## src/assert_macros.svh

```systemverilog
// Assertion macros used by the RTL top level of the LFU cache.
// Define SYNTH to compile them away; no other dependencies.
`ifndef ASSERT_MACROS_SVH
`define ASSERT_MACROS_SVH
`ifndef SYNTH
`define ASSERT_PROP(lbl, clk_s, rstn_s, prop) \
	lbl: assert property (@(posedge clk_s) disable iff (!rstn_s) (prop)) \
		else $error("property violated");
`define ASSERT_NEVER(lbl, clk_s, rstn_s, expr) \
	lbl: assert property (@(posedge clk_s) disable iff (!rstn_s) !(expr)) \
		else $error("forbidden condition seen");
`else
`define ASSERT_PROP(lbl, clk_s, rstn_s, prop)
`define ASSERT_NEVER(lbl, clk_s, rstn_s, expr)
`endif
`endif

```

## src/lfu_pkg.sv

```systemverilog
// Shared types and constants of the LFU cache.
// No dependencies; lfu_store, lfu_rank, lfu_scan and lfu_cache import it.
`default_nettype none

package lfu_pkg;

	localparam int KEY_W    = 32;
	localparam int VAL_W    = 32;
	localparam int CAPREG_W = 5;

	localparam logic ACT_GET = 1'b0;
	localparam logic ACT_PUT = 1'b1;

	localparam logic [CAPREG_W-1:0] CAP_RESET = 5'd16;

	// read_value on a get miss and on every put
	localparam logic [VAL_W-1:0] READ_MISS = '1;
	localparam logic [VAL_W-1:0] READ_PUT  = '0;

	// Rank table update issued at most once per transaction
	typedef struct packed {
		logic touch;   // make target most recent, age newer entries
		logic insert;  // age all live entries, place target at rank 0
		logic evict;   // with insert: drop victim and close its rank gap
	} lfu_rank_op_t;

endpackage

`default_nettype wire

```

## src/lfu_req_if.sv

```systemverilog
// Request channel of the LFU cache: valid/ready plus action, key, value.
// Depends on nothing.
`default_nettype none

interface lfu_req_if;
	logic               valid;
	logic               ready;
	logic               action;
	logic signed [31:0] key;
	logic signed [31:0] value;

	modport source (output valid, output action, output key, output value, input ready);
	modport sink   (input valid, input action, input key, input value, output ready);
endinterface

`default_nettype wire

```

## src/lfu_rsp_if.sv

```systemverilog
// Response channel of the LFU cache: valid/ready plus found, read_value.
// Depends on nothing.
`default_nettype none

interface lfu_rsp_if;
	logic               valid;
	logic               ready;
	logic               found;
	logic signed [31:0] read_value;

	modport source (output valid, output found, output read_value, input ready);
	modport sink   (input valid, input found, input read_value, output ready);
endinterface

`default_nettype wire

```

## src/lfu_store.sv

```systemverilog
// Key, value and use-count memories of the LFU cache.
// One write port, registered reads; uses lfu_pkg.
`default_nettype none

module lfu_store #(
	parameter int CAPACITY   = 16,
	parameter int COUNT_BITS = 16,
	parameter int IDX_W      = 4
) (
	input  wire logic                       clk,
	input  wire logic [IDX_W-1:0]           rd_idx,
	output logic [lfu_pkg::KEY_W-1:0]       key_rd_s1,
	output logic [COUNT_BITS-1:0]           cnt_rd_s1,
	input  wire logic                       val_re,
	input  wire logic [IDX_W-1:0]           val_ridx,
	output logic [lfu_pkg::VAL_W-1:0]       val_rd_s1,
	input  wire logic [IDX_W-1:0]           wr_idx,
	input  wire logic                       key_we,
	input  wire logic                       val_we,
	input  wire logic                       cnt_we,
	input  wire logic [lfu_pkg::KEY_W-1:0]  wr_key,
	input  wire logic [lfu_pkg::VAL_W-1:0]  wr_val,
	input  wire logic [COUNT_BITS-1:0]      wr_cnt
);
	import lfu_pkg::*;

	logic [KEY_W-1:0]      key_mem [CAPACITY];
	logic [VAL_W-1:0]      val_mem [CAPACITY];
	logic [COUNT_BITS-1:0] cnt_mem [CAPACITY];

	always_ff @(posedge clk) begin
		if (key_we) begin
			key_mem[wr_idx] <= wr_key;
		end
		key_rd_s1 <= key_mem[rd_idx];
	end

	always_ff @(posedge clk) begin
		if (cnt_we) begin
			cnt_mem[wr_idx] <= wr_cnt;
		end
		cnt_rd_s1 <= cnt_mem[rd_idx];
	end

	always_ff @(posedge clk) begin
		if (val_we) begin
			val_mem[wr_idx] <= wr_val;
		end
		if (val_re) begin
			val_rd_s1 <= val_mem[val_ridx];
		end
	end

endmodule

`default_nettype wire

```

## src/lfu_rank.sv

```systemverilog
// Valid bits and recency ranks of the LFU cache, updated per entry in parallel.
// Rank 0 is the most recently touched entry; uses lfu_pkg.
`default_nettype none

module lfu_rank #(
	parameter int CAPACITY = 16,
	parameter int IDX_W    = 4
) (
	input  wire logic                  clk,
	input  wire logic                  arst_n,
	input  wire logic [IDX_W-1:0]      rd_idx,
	output logic                       rd_vld_s1,
	output logic [IDX_W-1:0]           rd_rank_s1,
	output logic [CAPACITY-1:0]        vld,
	input  wire lfu_pkg::lfu_rank_op_t op,
	input  wire logic [IDX_W-1:0]      tgt_idx,
	input  wire logic [IDX_W-1:0]      vic_idx,
	input  wire logic [IDX_W-1:0]      ref_rank
);
	import lfu_pkg::*;

	logic [CAPACITY-1:0] vld_q;
	logic [CAPACITY-1:0] vld_d;
	logic [IDX_W-1:0]    rank_q [CAPACITY];
	logic [IDX_W-1:0]    rank_d [CAPACITY];

	always_comb begin
		for (int i = 0; i < CAPACITY; i++) begin
			vld_d[i]  = vld_q[i];
			rank_d[i] = rank_q[i];
			if (op.touch) begin
				if (IDX_W'(i) == tgt_idx) begin
					rank_d[i] = '0;
				end else if (vld_q[i] && (rank_q[i] < ref_rank)) begin
					rank_d[i] = rank_q[i] + 1'b1;
				end
			end
			if (op.insert) begin
				if (op.evict && (IDX_W'(i) == vic_idx)) begin
					vld_d[i] = 1'b0;
				end else if (vld_q[i]) begin
					// entries behind the victim move up one, then all age by one
					if (!(op.evict && (rank_q[i] > ref_rank))) begin
						rank_d[i] = rank_q[i] + 1'b1;
					end
				end
				if (IDX_W'(i) == tgt_idx) begin
					vld_d[i]  = 1'b1;
					rank_d[i] = '0;
				end
			end
		end
	end

	always_ff @(posedge clk or negedge arst_n) begin
		if (!arst_n) begin
			vld_q <= '0;
		end else begin
			vld_q <= vld_d;
		end
	end

	always_ff @(posedge clk) begin
		rank_q     <= rank_d;
		rd_vld_s1  <= vld_q[rd_idx];
		rd_rank_s1 <= rank_q[rd_idx];
	end

	assign vld = vld_q;

endmodule

`default_nettype wire

```

## src/lfu_scan.sv

```systemverilog
// Shared compare unit of the LFU cache: one entry per cycle for key match,
// occupancy, first free slot and LFU/LRU victim. Uses lfu_pkg.
`default_nettype none

module lfu_scan #(
	parameter int CAPACITY   = 16,
	parameter int COUNT_BITS = 16,
	parameter int IDX_W      = 4,
	parameter int OCC_W      = 5
) (
	input  wire logic                      clk,
	input  wire logic                      arst_n,
	input  wire logic                      clear,
	input  wire logic                      sample,
	input  wire logic [IDX_W-1:0]          idx,
	input  wire logic                      ent_vld,
	input  wire logic [lfu_pkg::KEY_W-1:0] ent_key,
	input  wire logic [COUNT_BITS-1:0]     ent_cnt,
	input  wire logic [IDX_W-1:0]          ent_rank,
	input  wire logic [lfu_pkg::KEY_W-1:0] key_ref,
	output logic                           hit_q,
	output logic [IDX_W-1:0]               hit_idx_q,
	output logic [COUNT_BITS-1:0]          hit_cnt_q,
	output logic [IDX_W-1:0]               hit_rank_q,
	output logic [OCC_W-1:0]               occ_q,
	output logic                           free_found_q,
	output logic [IDX_W-1:0]               free_idx_q,
	output logic [IDX_W-1:0]               vic_idx_q,
	output logic [IDX_W-1:0]               vic_rank_q
);
	import lfu_pkg::*;

	logic                  vic_found_q;
	logic [COUNT_BITS-1:0] vic_cnt_q;
	logic                  is_match;
	logic                  is_victim;

	assign is_match  = ent_vld && (ent_key == key_ref) && !hit_q;
	assign is_victim = ent_vld && (!vic_found_q || (ent_cnt < vic_cnt_q) ||
		((ent_cnt == vic_cnt_q) && (ent_rank > vic_rank_q)));

	always_ff @(posedge clk or negedge arst_n) begin
		if (!arst_n) begin
			hit_q        <= 1'b0;
			free_found_q <= 1'b0;
			vic_found_q  <= 1'b0;
			occ_q        <= '0;
		end else if (clear) begin
			hit_q        <= 1'b0;
			free_found_q <= 1'b0;
			vic_found_q  <= 1'b0;
			occ_q        <= '0;
		end else if (sample) begin
			occ_q <= occ_q + OCC_W'(ent_vld);
			if (is_match) begin
				hit_q <= 1'b1;
			end
			if (!ent_vld) begin
				free_found_q <= 1'b1;
			end
			if (is_victim) begin
				vic_found_q <= 1'b1;
			end
		end
	end

	always_ff @(posedge clk) begin
		if (sample) begin
			if (is_match) begin
				hit_idx_q  <= idx;
				hit_cnt_q  <= ent_cnt;
				hit_rank_q <= ent_rank;
			end
			if (!ent_vld && !free_found_q) begin
				free_idx_q <= idx;
			end
			if (is_victim) begin
				vic_idx_q  <= idx;
				vic_cnt_q  <= ent_cnt;
				vic_rank_q <= ent_rank;
			end
		end
	end

endmodule

`default_nettype wire

```

## src/lfu_cache.sv

```systemverilog
// Top level of the LFU cache: sequencer, config register, response register.
// Uses lfu_pkg, lfu_req_if, lfu_rsp_if, lfu_store, lfu_rank, lfu_scan, assert_macros.svh.
//
// Usage
//  - req (sink) carries one get or put transaction: action (0 get, 1 put), key, value.
//  - rsp (source) returns one transaction per request: found and read_value
//    (stored value on a get hit, -1 on a get miss, 0 for every put).
//  - cfg_we/cfg_wdata write capacity_in_use; write it only while the block is idle.
// Timing
//  - After a request is taken, every entry is visited once through the shared
//    compare unit (one memory read per cycle); the drain state then empties the
//    read pipe, the decide state updates the tables and the done state loads rsp.
//  - A new request is taken only after the last one leaves the final stage; req.ready
//    is high only while the sequencer is idle.
// Reset and stall
//  - arst_n clears all valid bits (empty cache), sets capacity_in_use to 16 and
//    drops any pending response. Memories are not cleared; only valid entries count in the scan.
//  - A response waiting on rsp.ready holds; the next request is still accepted and
//    runs its scan, then waits in the final stage until the response register frees.
`default_nettype none
`include "assert_macros.svh"

module lfu_cache #(
	parameter int CAPACITY   = 16,
	parameter int COUNT_BITS = 16
) (
	input  wire logic                          clk,
	input  wire logic                          arst_n,
	lfu_req_if.sink                            req,
	lfu_rsp_if.source                          rsp,
	input  wire logic                          cfg_we,
	input  wire logic [lfu_pkg::CAPREG_W-1:0]  cfg_wdata
);
	import lfu_pkg::*;

	localparam int IDX_W = (CAPACITY > 1) ? $clog2(CAPACITY) : 1;
	localparam int OCC_W = $clog2(CAPACITY + 1);
	localparam int CMP_W = (OCC_W > CAPREG_W) ? OCC_W : CAPREG_W;

	localparam logic [COUNT_BITS-1:0] CNT_ONE = COUNT_BITS'(1);
	localparam logic [COUNT_BITS-1:0] CNT_MAX = '1;
	localparam logic [IDX_W-1:0]      IDX_LAST = IDX_W'(CAPACITY - 1);

	localparam logic [2:0] ST_IDLE   = 3'd0;
	localparam logic [2:0] ST_SCAN   = 3'd1;
	localparam logic [2:0] ST_DRAIN  = 3'd2;
	localparam logic [2:0] ST_DECIDE = 3'd3;
	localparam logic [2:0] ST_DONE   = 3'd4;

	logic [2:0]          state_q;
	logic [IDX_W-1:0]    idx_q;
	logic                samp_s1;
	logic [IDX_W-1:0]    idx_s1;
	logic [CAPREG_W-1:0] cap_q;
	logic                act_q;
	logic [KEY_W-1:0]    key_q;
	logic [VAL_W-1:0]    val_q;
	logic                rsp_valid_q;
	logic                rsp_found_q;
	logic [VAL_W-1:0]    rsp_read_q;

	// scan results
	logic                  scn_hit;
	logic [IDX_W-1:0]      scn_hit_idx;
	logic [COUNT_BITS-1:0] scn_hit_cnt;
	logic [IDX_W-1:0]      scn_hit_rank;
	logic [OCC_W-1:0]      scn_occ;
	logic                  scn_free_found;
	logic [IDX_W-1:0]      scn_free_idx;
	logic [IDX_W-1:0]      scn_vic_idx;
	logic [IDX_W-1:0]      scn_vic_rank;

	// table read data, aligned with samp_s1
	logic                  ent_vld_s1;
	logic [IDX_W-1:0]      ent_rank_s1;
	logic [KEY_W-1:0]      ent_key_s1;
	logic [COUNT_BITS-1:0] ent_cnt_s1;
	logic [VAL_W-1:0]      val_rd_s1;
	logic [CAPACITY-1:0]   ent_vld;

	logic                  req_take;
	logic                  rsp_load;
	logic                  in_decide;
	logic                  is_put;
	logic [CMP_W-1:0]      cap_ext;
	logic [CMP_W-1:0]      cap_eff;
	logic                  cap_zero;
	logic                  evict;
	logic                  free_first;
	logic [IDX_W-1:0]      slot;
	logic                  do_bump;
	logic                  do_insert;
	logic [IDX_W-1:0]      wr_idx;
	logic [COUNT_BITS-1:0] cnt_sat;
	lfu_rank_op_t          rank_op;

	assign req_take = req.valid && req.ready;
	assign rsp_load = (state_q == ST_DONE) && (!rsp_valid_q || rsp.ready);

	assign req.ready      = (state_q == ST_IDLE);
	assign rsp.valid      = rsp_valid_q;
	assign rsp.found      = rsp_found_q;
	assign rsp.read_value = rsp_read_q;

	// Capacities above the array size act as the array size
	assign cap_ext  = CMP_W'(cap_q);
	assign cap_eff  = (cap_ext > CMP_W'(CAPACITY)) ? CMP_W'(CAPACITY) : cap_ext;
	assign cap_zero = (cap_eff == '0);

	assign in_decide = (state_q == ST_DECIDE);
	assign is_put    = (act_q == ACT_PUT);
	assign evict     = (CMP_W'(scn_occ) >= cap_eff);

	// Reuse the lowest free index; after an eviction the victim's slot also counts
	assign free_first = scn_free_found && (!evict || (scn_free_idx < scn_vic_idx));
	assign slot       = free_first ? scn_free_idx : scn_vic_idx;

	assign do_bump   = in_decide && scn_hit && (!is_put || !cap_zero);
	assign do_insert = in_decide && is_put && !cap_zero && !scn_hit &&
		(evict || scn_free_found);

	assign wr_idx  = do_insert ? slot : scn_hit_idx;
	assign cnt_sat = (scn_hit_cnt == CNT_MAX) ? scn_hit_cnt : scn_hit_cnt + 1'b1;

	assign rank_op.touch  = do_bump;
	assign rank_op.insert = do_insert;
	assign rank_op.evict  = do_insert && evict;

	// Sequencer: idle -> scan all entries -> drain read pipe -> update -> respond
	always_ff @(posedge clk or negedge arst_n) begin
		if (!arst_n) begin
			state_q <= ST_IDLE;
			idx_q   <= '0;
			samp_s1 <= 1'b0;
		end else begin
			samp_s1 <= (state_q == ST_SCAN);
			unique case (state_q)
				ST_IDLE: begin
					if (req_take) begin
						idx_q   <= '0;
						state_q <= ST_SCAN;
					end
				end
				ST_SCAN: begin
					if (idx_q == IDX_LAST) begin
						state_q <= ST_DRAIN;
					end else begin
						idx_q <= idx_q + 1'b1;
					end
				end
				ST_DRAIN: begin
					state_q <= ST_DECIDE;
				end
				ST_DECIDE: begin
					state_q <= ST_DONE;
				end
				ST_DONE: begin
					// hold until the response register is free
					if (rsp_load) begin
						state_q <= ST_IDLE;
					end
				end
				default: begin
					state_q <= ST_IDLE;
				end
			endcase
		end
	end

	always_ff @(posedge clk) begin
		idx_s1 <= idx_q;
		if (req_take) begin
			act_q <= req.action;
			key_q <= req.key;
			val_q <= req.value;
		end
	end

	// Capacity register
	always_ff @(posedge clk or negedge arst_n) begin
		if (!arst_n) begin
			cap_q <= CAP_RESET;
		end else if (cfg_we) begin
			cap_q <= cfg_wdata;
		end
	end

	// Response register: load from the final stage, drop once taken
	always_ff @(posedge clk or negedge arst_n) begin
		if (!arst_n) begin
			rsp_valid_q <= 1'b0;
		end else if (rsp_load) begin
			rsp_valid_q <= 1'b1;
		end else if (rsp.ready) begin
			rsp_valid_q <= 1'b0;
		end
	end

	always_ff @(posedge clk) begin
		if (rsp_load) begin
			rsp_found_q <= scn_hit;
			if (is_put) begin
				rsp_read_q <= READ_PUT;
			end else if (scn_hit) begin
				rsp_read_q <= val_rd_s1;
			end else begin
				rsp_read_q <= READ_MISS;
			end
		end
	end

	lfu_store #(
		.CAPACITY   (CAPACITY),
		.COUNT_BITS (COUNT_BITS),
		.IDX_W      (IDX_W)
	) u_store (
		.clk       (clk),
		.rd_idx    (idx_q),
		.key_rd_s1 (ent_key_s1),
		.cnt_rd_s1 (ent_cnt_s1),
		.val_re    (in_decide),
		.val_ridx  (scn_hit_idx),
		.val_rd_s1 (val_rd_s1),
		.wr_idx    (wr_idx),
		.key_we    (do_insert),
		.val_we    (do_insert || (do_bump && is_put)),
		.cnt_we    (do_insert || do_bump),
		.wr_key    (key_q),
		.wr_val    (val_q),
		.wr_cnt    (do_insert ? CNT_ONE : cnt_sat)
	);

	lfu_rank #(
		.CAPACITY (CAPACITY),
		.IDX_W    (IDX_W)
	) u_rank (
		.clk        (clk),
		.arst_n     (arst_n),
		.rd_idx     (idx_q),
		.rd_vld_s1  (ent_vld_s1),
		.rd_rank_s1 (ent_rank_s1),
		.vld        (ent_vld),
		.op         (rank_op),
		.tgt_idx    (wr_idx),
		.vic_idx    (scn_vic_idx),
		.ref_rank   (do_insert ? scn_vic_rank : scn_hit_rank)
	);

	lfu_scan #(
		.CAPACITY   (CAPACITY),
		.COUNT_BITS (COUNT_BITS),
		.IDX_W      (IDX_W),
		.OCC_W      (OCC_W)
	) u_scan (
		.clk          (clk),
		.arst_n       (arst_n),
		.clear        (req_take),
		.sample       (samp_s1),
		.idx          (idx_s1),
		.ent_vld      (ent_vld_s1),
		.ent_key      (ent_key_s1),
		.ent_cnt      (ent_cnt_s1),
		.ent_rank     (ent_rank_s1),
		.key_ref      (key_q),
		.hit_q        (scn_hit),
		.hit_idx_q    (scn_hit_idx),
		.hit_cnt_q    (scn_hit_cnt),
		.hit_rank_q   (scn_hit_rank),
		.occ_q        (scn_occ),
		.free_found_q (scn_free_found),
		.free_idx_q   (scn_free_idx),
		.vic_idx_q    (scn_vic_idx),
		.vic_rank_q   (scn_vic_rank)
	);

	// A match found by the scan must point at a live entry
	`ASSERT_PROP(a_hit_is_live, clk, arst_n, (in_decide && scn_hit) |-> ent_vld[scn_hit_idx])
	// The entry tables stay frozen while they are being scanned
	`ASSERT_PROP(a_scan_frozen, clk, arst_n, (state_q == ST_SCAN) |=> $stable(ent_vld))
	// A new response only comes out of the final stage
	`ASSERT_PROP(a_rsp_from_done, clk, arst_n, $rose(rsp_valid_q) |-> $past(state_q == ST_DONE))
	// An insert never lands on a live entry other than the one being evicted
	`ASSERT_NEVER(a_insert_clobber, clk, arst_n, do_insert && ent_vld[slot] && !(evict && (slot == scn_vic_idx)))

endmodule

`default_nettype wire

```

## src/flat_wrapper.sv

```systemverilog
// flat-port wrapper written by rule: the top's interface ports become plain ports
module lfu_cache_flat import lfu_pkg::*;
#(
	parameter int CAPACITY   = 16,
	parameter int COUNT_BITS = 16
)
  (clk, arst_n, cfg_we, cfg_wdata, req_valid, req_action, req_key, req_value, req_ready, rsp_valid, rsp_found, rsp_read_value, rsp_ready);
  lfu_req_if req_i ();
  lfu_rsp_if rsp_i ();
  input  wire logic clk;
  input  wire logic arst_n;
  input  wire logic cfg_we;
  input  wire logic [lfu_pkg::CAPREG_W-1:0] cfg_wdata;
  input wire logic [$bits(req_i.valid)-1:0] req_valid;
  input wire logic [$bits(req_i.action)-1:0] req_action;
  input wire logic [$bits(req_i.key)-1:0] req_key;
  input wire logic [$bits(req_i.value)-1:0] req_value;
  output wire logic [$bits(req_i.ready)-1:0] req_ready;
  output wire logic [$bits(rsp_i.valid)-1:0] rsp_valid;
  output wire logic [$bits(rsp_i.found)-1:0] rsp_found;
  output wire logic [$bits(rsp_i.read_value)-1:0] rsp_read_value;
  input wire logic [$bits(rsp_i.ready)-1:0] rsp_ready;
  assign req_i.valid = req_valid;
  assign req_i.action = req_action;
  assign req_i.key = req_key;
  assign req_i.value = req_value;
  assign req_ready = req_i.ready;
  assign rsp_valid = rsp_i.valid;
  assign rsp_found = rsp_i.found;
  assign rsp_read_value = rsp_i.read_value;
  assign rsp_i.ready = rsp_ready;
  lfu_cache #(.CAPACITY(CAPACITY), .COUNT_BITS(COUNT_BITS)) u_core (.clk(clk), .arst_n(arst_n), .req(req_i), .rsp(rsp_i), .cfg_we(cfg_we), .cfg_wdata(cfg_wdata));
endmodule
```

## config.mk

```make
export PLATFORM = sky130hd
export DESIGN_NAME = lfu_cache_flat
export DESIGN_NICKNAME = d
export VERILOG_FILES = /design/src/lfu_pkg.sv /design/src/lfu_req_if.sv /design/src/lfu_rsp_if.sv /design/src/lfu_store.sv /design/src/lfu_rank.sv /design/src/lfu_scan.sv /design/src/lfu_cache.sv /design/src/flat_wrapper.sv
export VERILOG_INCLUDE_DIRS = /design/src /design/src/src
export SDC_FILE = /design/constraint.sdc
export NUM_CORES = 2
export LEC_CHECK = 0
export BUFFER_PORTS_ARGS = -buffer_cell sky130_fd_sc_hd__buf_2
export CAP_MARGIN = 20
export CORE_UTILIZATION = 55
export CTS_BUF_LIST = sky130_fd_sc_hd__clkbuf_2
export CTS_CLUSTER_DIAMETER = 60
export DETAILED_ROUTE_END_ITERATION = 10
export PLACE_DENSITY_LB_ADDON = 0.1
export SLEW_MARGIN = 15
export SYNTH_ARGS = -nofsm -noshare
export SYNTH_HDL_FRONTEND = slang
export SYNTH_SLANG_ARGS = --single-unit
```

## constraint.sdc

```tcl
create_clock -name clk -period 6.6 [get_ports clk]
set_input_delay 0.33 -clock clk [delete_from_list [all_inputs] [get_ports clk]]
set_output_delay 0.33 -clock clk [all_outputs]
set_load 0.005 [all_outputs]
```

==> flow_summary.json <==
{
  "status": "complete, no violations",
  "drt_pass1_iterations": 6,
  "syn_nets": 3466,
  "total_leakage_power_nw": 25.0,
  "r2r-start": "u_core.cap_ext[4]$_DFFE_PN1P_",
  "cp_data_arrival_time_ns": 6.77,
  "grt_usage_pct": 26.5,
  "path_clk_slew_ns": 0.09,
  "drt_iter0_markers": 3235,
  "yosysSeqAreaShare_pct": 72.8,
  "synth_cells": 3311,
  "wl_per_cell_um": 26.7,
  "path_buf_inv": 2,
  "synth_enable_flop_cells": 1462,
  "cts.sinks": 1621,
  "portBuffers": 109,
  "antenna_left": 0,
  "mappedNetlistArea_mm2": 0.0650,
  "die_w_um": 346,
  "rsz0062_at_grt": "false",
  "p_clk_share_pct": 28.7,
  "setup_tns_ns": 0,
  "whs_path_depth": 4,
  "gp_congestion": 0.908,
  "clock_skew_ns": 0.172,
  "ys_seq_elements": 1621,
  "first_global_vias": 37100,
  "fin_nets": 4151,
  "core-area_mm2": 0.117,
  "power_mw": 22.2,
  "swShare_pct": 27.7,
  "rows": 125,
  "internal_power_mw": 16.1,
  "cap_violations": 0,
  "antenna_found_initial": 5,
  "drcViolationCount": 0,
  "yosysTopAreaCell": "edfxtp_1",
  "postCtsSetupBuffers": 0,
  "clock_latency_ns": 1.73,
  "synthFlopType": "edfxtp_1",
  "die_h_um": 346,
  "area_growth_pct": 13.3,
  "peakVddDrop_v": 0.000434,
  "synth_cell_type_count": 101,
  "start_kind": "flop",
  "synth_area_leaders": "edfxtp_1, mux4_2, dfxtp_1",
  "hold_viol": 0,
  "hold_path.class": "in -> reg",
  "finalCriticalPeriod_ns": 5.48,
  "hold_end": "u_core.key_q[20]$_DFFE_PP_",
  "cp.required_ns": 7.89,
  "path_class": "reg -> reg",
  "finalWirelength_um": 156000,
  "power.density_mw_per_mm2": 302,
  "die_area_mm2": 0.119,
  "slew_viol_final": 0,
  "cp_slowest_cell": "nand4_1",
  "crit_top_cell": "nand4_1",
  "cp-end-kind": "flop",
  "post_dp_cell_area_mm2": 0.0679,
  "cts-root-buf": "clkbuf_2",
  "vias": 35400,
  "cts_inserted_buffers": 406,
  "synth_warnings": 0,
  "fmax_mhz": 182,
  "viasPerCell": 6.08,
  "avgSynthCellArea_um2": 19.6,
  "cts_repair_resize_count": 0,
  "seqPwrFrac_pct": 55.2,
  "post-dp-hpwl_um": 86900,
  "pwr-share-comb_pct": 16.1,
  "cts_buffer_depth": 4,
  "grt_max_degree": 126,
  "ctsHoldBuffers": 223,
  "synth_top_area_share_pct": 67.6,
  "critPathMaxStageDelay_ns": 0.93,
  "p_switching_mw": 6.14,
  "fin_area_mm2": 0.0736,
  "finalWorstSetupSlack_ns": 1.12,
  "pre_cts_ws_ns": 1.34,
  "post-route-period-util_pct": 83.1,
  "reg2reg_to": "u_core.u_store.key_mem[12][23]$_DFFE_PP_",
  "path_max_fanout": 18,
  "grt_pass1_wl_um": 233000,
  "worstHoldStart": "req_key[20]",
  "setup_viol": 0,
  "rr_worst_depth": 10,
  "slew_headroom_pct": 24.1,
  "gr-total-overflow": 0,
  "worstMarginPinSlew_ns": 1.13,
  "cts-htree-levels": 5,
  "async_flop_share_pct": 2.34,
  "ios": 110,
  "cts_tree": "done",
  "crit_path_cell_trace": "inv_2, ha_1, nand4_1, o221a_4, a21oi_4, nor2_1, a31oi_1, nand4_1, nor2_4, buf_4",
  "ff2ff_setup_slack_ns": 1.12,
  "drive_gt1_share_pct": 32.0,
  "start_util_pct": 55.7,
  "cp_top_family": "simple AND/OR/NAND/NOR gates"
}
[through the flow]
stage	util, %	hold WS (ns)	std cells
3_3_place_gp	58.1	0.442	4882
4_1_cts	63.1	0.0916	5814
6_report	63.1	0.381	5826
2_1_floorplan	-	0.0344	3311
5_1_grt	63.1	0.178	5826
3_5_place_dp	58.2	0.447	4887
[state kept, by name, indices dropped and copies added (netlist names), 5 cells and up]
| signal | cells |
|---|---|
| u_core.u_store.key_mem | 512 |
| u_core.val_q | 32 |
| u_core.u_store.cnt_rd_s1 | 16 |
| u_core.u_scan.vic_cnt_q | 16 |
| u_core.u_scan.hit_cnt_q | 16 |
| u_core.u_store.val_mem | 512 |
| u_core.u_rank.rank_q | 64 |
| u_core.u_store.key_rd_s1 | 32 |
| u_core.u_scan.occ_q | 5 |
| u_core.rsp.read_value | 32 |
| u_core.u_store.cnt_mem | 256 |
| u_core.u_rank.vld | 16 |
| u_core.cap_ext | 5 |
| u_core.u_store.val_rd_s1 | 32 |
| u_core.key_q | 32 |
[how the worst max path moves through the flow]
stage,endpoint,cells after the start,slack [ns],startpoint
after detailed placement,u_core.u_store.key_mem[12][19]$_DFFE_PP_,10,1.34,u_core.cap_ext[4]$_DFFE_PN1P_
after floorplan,u_core.u_rank.rank_q[39]$_DFF_P_,17,1.16,u_core.cap_ext[4]$_DFFE_PN1P_
after global routing,u_core.u_store.key_mem[12][23]$_DFFE_PP_,10,0.91,u_core.cap_ext[4]$_DFFE_PN1P_
after CTS,u_core.u_store.key_mem[12][23]$_DFFE_PP_,10,1.31,u_core.cap_ext[4]$_DFFE_PN1P_
final,u_core.u_store.key_mem[12][23]$_DFFE_PP_,10,1.12,u_core.cap_ext[4]$_DFFE_PN1P_
after global placement,u_core.u_store.key_mem[12][19]$_DFFE_PP_,10,1.38,u_core.cap_ext[4]$_DFFE_PN1P_
[worst reg2reg max path, delay by kind of cell (launching register included)]
family	cells	cell delay (ns)
AOI/OAI and AO/OA	3	1.60
buffers and inverters	2	0.53
adders and majority gates	1	0.33
DFF	1	0.54
and+or+nand+nor	4	2.14
[layout by cell type (no fill, tap or decap), types with 81 or more instances in the layout]
master         count
mux4_2           425
dlygate4sd3_1    222
inv_1            101
clkbuf_2         595
buf_4             81
edfxtp_1        1462
buf_2            109
nor2_1            81
clkinv_1          93
a21oi_1           83
dfxtp_1          121
nand2_1           84
[final cells by class]
type | count | area (µm²)
Fill cell | 8315 | 43000
Sequential cell | 1621 | 47300
Antenna cell | 10 | 25.0
Timing Repair Buffer | 423 | 3600
Clock inverter | 110 | 485
Inverter | 106 | 398
Tap cell | 1524 | 1910
Multi-Input combinational cell | 1438 | 17000
Clock buffer | 594 | 2970
[metal layers]
layer,track usage [%],vias up,share of wire [%]
met5,0,-,0
met4,9.38,0,2.5
met3,4.77,299,6.5
met2,41.8,1486,49
met1,37.6,18400,42
li1,-,15300,-
[cells by family after synthesis]
group | Yosys count | share of synthesized area (%)
flip-flops | 1621 | 72.8
multiplexers | 448 | 15.1
AND/OR/NAND/NOR | 440 | 3.54
AO/OA/AOI/OAI | 373 | 4.18
buffers and inverters | 252 | 1.53
adder cells (fa/ha/maj) | 90 | 1.70
XOR/XNOR | 87 | 1.17
[cells in the mapped netlist (18+ instances only)]
cell      number
a21oi_1       85
buf_1         41
clkbuf_1      92
dfrtp_1       37
dfxtp_1      121
edfxtp_1    1462
ha_1          80
inv_1        104
mux4_2       425
nand2_1       84
nand2b_1      25
nand3_1       47
nand4_1       40
nor2_1       114
nor2b_1       18
o21ai_0       64
xnor2_1       42
xor2_1        45
[power groups by stage]
stage                     clock (mW)  sequential, mW  combinational (mW)
final                           6.37            12.3                3.59
after detailed placement           0            12.5                3.53
after CTS                       6.58            12.3                3.64
after global routing            7.04            12.3                3.85
after floorplan                    0            12.1                2.79
after global placement             0            12.5                3.49
Note: power is estimated with default switching activity, not from simulation.
